<file path="src/hdl/atrp_pkg.sv">
// atrp_pkg: widths, angle constants, arctangent table and grid rounding
// for the accelerometer tilt pipeline; no dependencies
`default_nettype none

package atrp_pkg;

    localparam int X_W             = 16;
    localparam int CPG_W           = 13;
    localparam int ROLL_W          = 16;
    localparam int PITCH_W         = 15;
    localparam int ANGLE_FRAC_BITS = 7;
    localparam int CORDIC_STAGES   = 16;
    localparam int TABLE_LEN       = 24;
    localparam int INT_FRAC        = 24;
    localparam int OUT_SHIFT       = INT_FRAC - ANGLE_FRAC_BITS;

    // square root operand: (c*c - x*x) << 32
    localparam int SQ_W     = 2 * CPG_W;
    localparam int VW       = SQ_W + 32;
    localparam int SQ_STEPS = VW / 2;

    // cordic vector and angle accumulator widths
    localparam int CW = 36;
    localparam int AW = 34;

    localparam int SIDE_DLY = SQ_STEPS + 1 + CORDIC_STAGES;
    localparam int LATENCY  = SQ_STEPS + CORDIC_STAGES + 4;

    localparam logic signed [AW-1:0] DEG180 = AW'(64'sd180 <<< INT_FRAC);
    localparam logic signed [AW-1:0] DEG90  = AW'(64'sd90 <<< INT_FRAC);
    localparam logic signed [AW-1:0] HALF_LSB = AW'(64'sd1 <<< (OUT_SHIFT - 1));

    localparam logic signed [PITCH_W-1:0] PITCH_FULL = PITCH_W'(90 << ANGLE_FRAC_BITS);
    localparam logic signed [ROLL_W-1:0]  ROLL_FULL  = ROLL_W'(180 << ANGLE_FRAC_BITS);

    // atan(2^-i) in degrees, 24 fraction bits
    localparam logic [AW-1:0] ATAN_TAB [TABLE_LEN] = '{
        754974720, 445687602, 235489088, 119537938, 60000934, 30029717,
        15018523, 7509720, 3754917, 1877466, 938734, 469367,
        234684, 117342, 58671, 29335, 14668, 7334,
        3667, 1833, 917, 458, 229, 115
    };

    // clamp to +-lim, add half an output step, floor to the output grid
    function automatic logic signed [AW-1:0] to_grid(
        input logic signed [AW-1:0] a,
        input logic signed [AW-1:0] lim
    );
        logic signed [AW-1:0] c;
        c = a;
        if (a > lim)
            c = lim;
        if (a < -lim)
            c = -lim;
        return (c + HALF_LSB) >>> OUT_SHIFT;
    endfunction

endpackage

`default_nettype wire

</file>
<file path="src/hdl/atrp_isqrt.sv">
// atrp_isqrt: pipelined restoring integer square root, one result bit per stage
// depends on atrp_pkg
`default_nettype none

module atrp_isqrt
    import atrp_pkg::*;
(
    input  wire logic                clk,
    input  wire logic                rst_n,
    input  wire logic                in_valid,
    input  wire logic [VW-1:0]       in_val,
    output logic                     out_valid,
    output logic [SQ_STEPS-1:0]      out_root
);

    logic [VW-1:0]       v_reg [SQ_STEPS];
    logic [VW:0]         r_reg [SQ_STEPS];
    logic [VW-1:0]       v_next [SQ_STEPS];
    logic [VW:0]         r_next [SQ_STEPS];
    logic [SQ_STEPS-1:0] vld_reg;

    for (genvar k = 0; k < SQ_STEPS; k++) begin : g_step
        localparam logic [VW:0] BIT_K = (VW+1)'(1) << (2 * (SQ_STEPS - 1 - k));
        logic [VW-1:0] v_prev;
        logic [VW:0]   r_prev;
        logic [VW:0]   sum;
        logic          take;

        if (k == 0) begin : g_first
            assign v_prev = in_val;
            assign r_prev = '0;
        end
        else begin : g_rest
            assign v_prev = v_reg[k-1];
            assign r_prev = r_reg[k-1];
        end

        assign sum       = r_prev + BIT_K;
        assign take      = {1'b0, v_prev} >= sum;
        assign v_next[k] = take ? (v_prev - sum[VW-1:0]) : v_prev;
        assign r_next[k] = take ? ((r_prev >> 1) + BIT_K) : (r_prev >> 1);
    end

    always_ff @(posedge clk or negedge rst_n)
    begin
        if (!rst_n)
            vld_reg <= '0;
        else
            vld_reg <= {vld_reg[SQ_STEPS-2:0], in_valid};
    end

    always_ff @(posedge clk)
    begin
        for (int k = 0; k < SQ_STEPS; k++)
        begin
            v_reg[k] <= v_next[k];
            r_reg[k] <= r_next[k];
        end
    end

    assign out_valid = vld_reg[SQ_STEPS-1];
    assign out_root  = r_reg[SQ_STEPS-1][SQ_STEPS-1:0];

endmodule

`default_nettype wire

</file>
<file path="config.mk">
export PLATFORM = sky130hd
export DESIGN_NAME = atrp_isqrt
export DESIGN_NICKNAME = d
export VERILOG_FILES = /design/src/hdl/atrp_pkg.sv /design/src/hdl/atrp_isqrt.sv
export SDC_FILE = /design/constraint.sdc
export NUM_CORES = 2
export LEC_CHECK = 0
export ABC_AREA = 1
export BUFFER_PORTS_ARGS = -buffer_cell sky130_fd_sc_hd__buf_2
export CORE_MARGIN = 2
export CORE_UTILIZATION = 28
export DETAILED_ROUTE_END_ITERATION = 10
export GPL_TIMING_DRIVEN = 0
export RECOVER_POWER = 50
export SYNTH_ARGS = -nofsm -noshare
export SYNTH_HDL_FRONTEND = slang
export SYNTH_SLANG_ARGS = --single-unit
</file>
<file path="constraint.sdc">
create_clock -name clk -period 4.98 [get_ports clk]
set_input_delay 0.498 -clock clk [delete_from_list [all_inputs] [get_ports clk]]
set_output_delay 0.498 -clock clk [all_outputs]
set_load 0.1 [all_outputs]
</file>
==> flow_summary.yaml <==
sta:
  clock_skew_ps: 93.3
  setup_viol: 0
  hold_viol_final: 0
  period_minus_slack_ps: 3320
  setup_tns_ps: 0
  worst_pin_slew_ps: 843
  slew_viol_final: 0
  rsz0062_at_grt: "no"
  max_freq_mhz: 301
  slew_headroom_pct: 43.3
  finalCritPeriodShare_pct: 66.7
power:
  p_per_area_nw_per_um2: 565
  seqPwrFrac_pct: 38.3
  p_sw_uw: 26700
  p_int_uw: 37900
  p_leak_uw: 0.0587
  swShare_pct: 41.4
  ir_worst_vdd_mv: 0.375
  p_comb_share_pct: 34.8
  pwr-share-clk_pct: 26.8
synth:
  ys.flop_type: "dfxtp_1"
  synth-seq-cells: 2088
  synth_fp_nets: 15100
  synthCells: 14600
  synth_seq_area_share_pct: 42.1
  synth.avg_cell_area_sq_um: 6.81
  yosys_warnings: 0
  synth_edf_count: 0
  syn_area_sq_um: 99600
  ys_types: 52
  async_flop_share_pct: 1.39
floorplan:
  ios: 91
  fp.dieArea_sq_um: 361000
  core_area_sq_um: 355000
  chipWidth_um: 601
  die_y_um: 601
  start_util_pct: 28.1
  rows: 219
cts:
  clk_pin_slew_ps: 70
  cts_num_sinks: 2088
  cts.htree.levels: 4
  clk_path_buf_depth: 4
  clk_latency_ps: 970
  numCtsBuffers: 220
  cts_root_buffer: "clkbuf_16"
  cts_tree: "done"
  cts_hold_buf: 61
  cts.repair.resized: 0
  post_cts_buffers: 0
drt:
  drt_wl_total_um: 335000
  firstDrtPassIters: 6
  drtAntennaViolNets: 0
  vias: 88400
  drt-vias-per-instance: 4.44
  avgRoutedWirePerCell_um: 16.8
  drc: 0
  first_iter_violations: 6532
cells_and_area:
  drive_above_1_share_pct: 4.79
  final_cell_mix: "5011 x nand2_1, 2498 x inv_1, 2059 x dfxtp_1"
  layout_commonest_cell: "nand2_1"
  largest_register_ffs: 1624
  nets: 15500
  finalNonFillerCells: 19900
  area_growth_pct: 14.8
critical_path:
  cp-end-kind: "flip-flop"
  worstReg2RegEnd: "v_reg[1][571]"
  critPathArrivalTime_ps: 4040
  r2r_cells: 9
  cp_cell_sequence: "inv_1 -> ha_1 -> a21oi_1 -> inv_1 -> a21oi_1 -> o21ai_0 -> a21oi_1 -> nand4_1 -> a21oi_1"
  worst_ep_required_time_ps: 5700
  critPathBufInv: 2
  rr_startpoint: "r_reg[1][504]"
  crit_path_frequent_cell: "a21oi_1"
  start_kind: "flip-flop"
  cpMaxStageDelayCell: "a21oi_1"
  r2r_slack_ps: 1660
  cp_max_fo: 6
  cp_top_family: "compound AO/OA/AOI/OAI gates"
  cpPeakStageDelay_ps: 570
  crit_type: "reg -> reg"
global_routing:
  grt_pass1_vias: 84800
  grt_use_met3_pct: 2.11
  grt_pass1_wl_um: 500000
  groute.layer.met2.usage_pct: 32.5
  grt_overflow: 0
  use_met1_pct: 21.4
  grt_max_degree: 30
  top_usage_layer: "met2"
  grt_util_all_layers_pct: 18.0
  grt_antenna_before_repair: 13
placement:
  placement.io_buffers: 90
  dp.cells: 19500
  routabilityCongestion: 0.997
  hpwl_um: 281000
run_status:
  status: "completed"
flow_run:
  drv_cap: 0
hold_path:
  hp-class: "in -> async"
==> Yosys cell counts, types with 152 or more instances <==
| master | count | share of area, % |
|---|---|---|
| a21oi_1 | 481 | 2.4 |
| dfxtp_1 | 2059 | 41 |
| ha_1 | 460 | 5.8 |
| inv_1 | 2498 | 9.4 |
| nand2_1 | 5011 | 19 |
| nand3_1 | 804 | 4.0 |
| nand4_1 | 251 | 1.6 |
| nor2_1 | 1658 | 6.2 |
| nor3_1 | 152 | 0.76 |
| o21ai_0 | 248 | 1.2 |
| xnor2_1 | 160 | 1.4 |
| xor2_1 | 233 | 2.0 |
==> stage by stage <==
step           util (%)  total power [uW]  setup WS [ps]  instance area (sq um)  hold WS (ps)
2_1_floorplan         -             38700           3020                  99600           202
3_3_place_gp       29.9             47400           1630                 106000           327
3_5_place_dp       29.9             47300           1610                 106000           329
4_1_cts            32.2             65000           1630                 114000          77.1
5_1_grt            32.2             68900           1580                 114000           113
6_report           32.2             64600           1660                 114000           165
==> power groups by stage <==
stage               Clock (uW)  Sequential [uW]  Combinational (uW)
finish                   17300            24800               22500
CTS                      17900            24800               22300
global route             18500            25000               25300
floorplan                    0            22800               15900
global placement             0            25100               22300
detailed placement           0            25100               22200
==> how the worst max path moves through the flow <==
stage                  start       endpoint  slack, ps  cells after the start
6_report       r_reg[1][504]  v_reg[1][571]       1660                      9
5_1_grt        r_reg[1][504]  v_reg[1][571]       1580                      9
4_1_cts        r_reg[1][504]  v_reg[1][571]       1630                      9
3_5_place_dp   r_reg[1][504]  v_reg[1][571]       1610                      9
3_3_place_gp   r_reg[1][504]  v_reg[1][571]       1630                      9
2_1_floorplan  r_reg[0][343]  v_reg[0][395]       3020                     10
==> routing by layer <==
| layer | share of wire [%] | vias up | wire length, um |
|---|---|---|---|
| met5 | 0 | - | 0 |
| met4 | 4.8 | 0 | 16000 |
| met3 | 4.9 | 607 | 16500 |
| met2 | 49 | 2343 | 163000 |
| met1 | 42 | 39800 | 139000 |
| li1 | - | 45600 | - |
==> cell families (layout without fill, tap and decap cells) <==
group / after synthesis / count (layout) / share of synthesized area, %
simple gates: 8159 / 8159 / 33.5
buf+inv: 2626 / 3177 / 10.3
xor+xnor: 393 / 393 / 3.45
compound gates: 901 / 901 / 4.91
fa+ha+maj: 460 / 460 / 5.78
flops: 2088 / 2088 / 42.1
other cells: 0 / 6 / 0
==> worst register-to-register path, stage by stage (launching register included) <==
cell and delay, ps:
dfxtp_1 530, inv_1 80, ha_1 360, a21oi_1 220, inv_1 60, a21oi_1 340, o21ai_0 270, a21oi_1 570
nand4_1 170, a21oi_1 550
==> layout make-up <==
class                   instances  area, sq um
diodes                          6         15.0
plain buffers                 112          805
clock buffers                 275         6100
clock inverters               125         1660
fillers                     38900       241000
inverters                    2514         9440
multi-input cells            9913        47500
flip-flops and latches       2088        41900
well taps                    4751         5940
repair buffers                151         1060
Power figures use the tool's default switching activity.
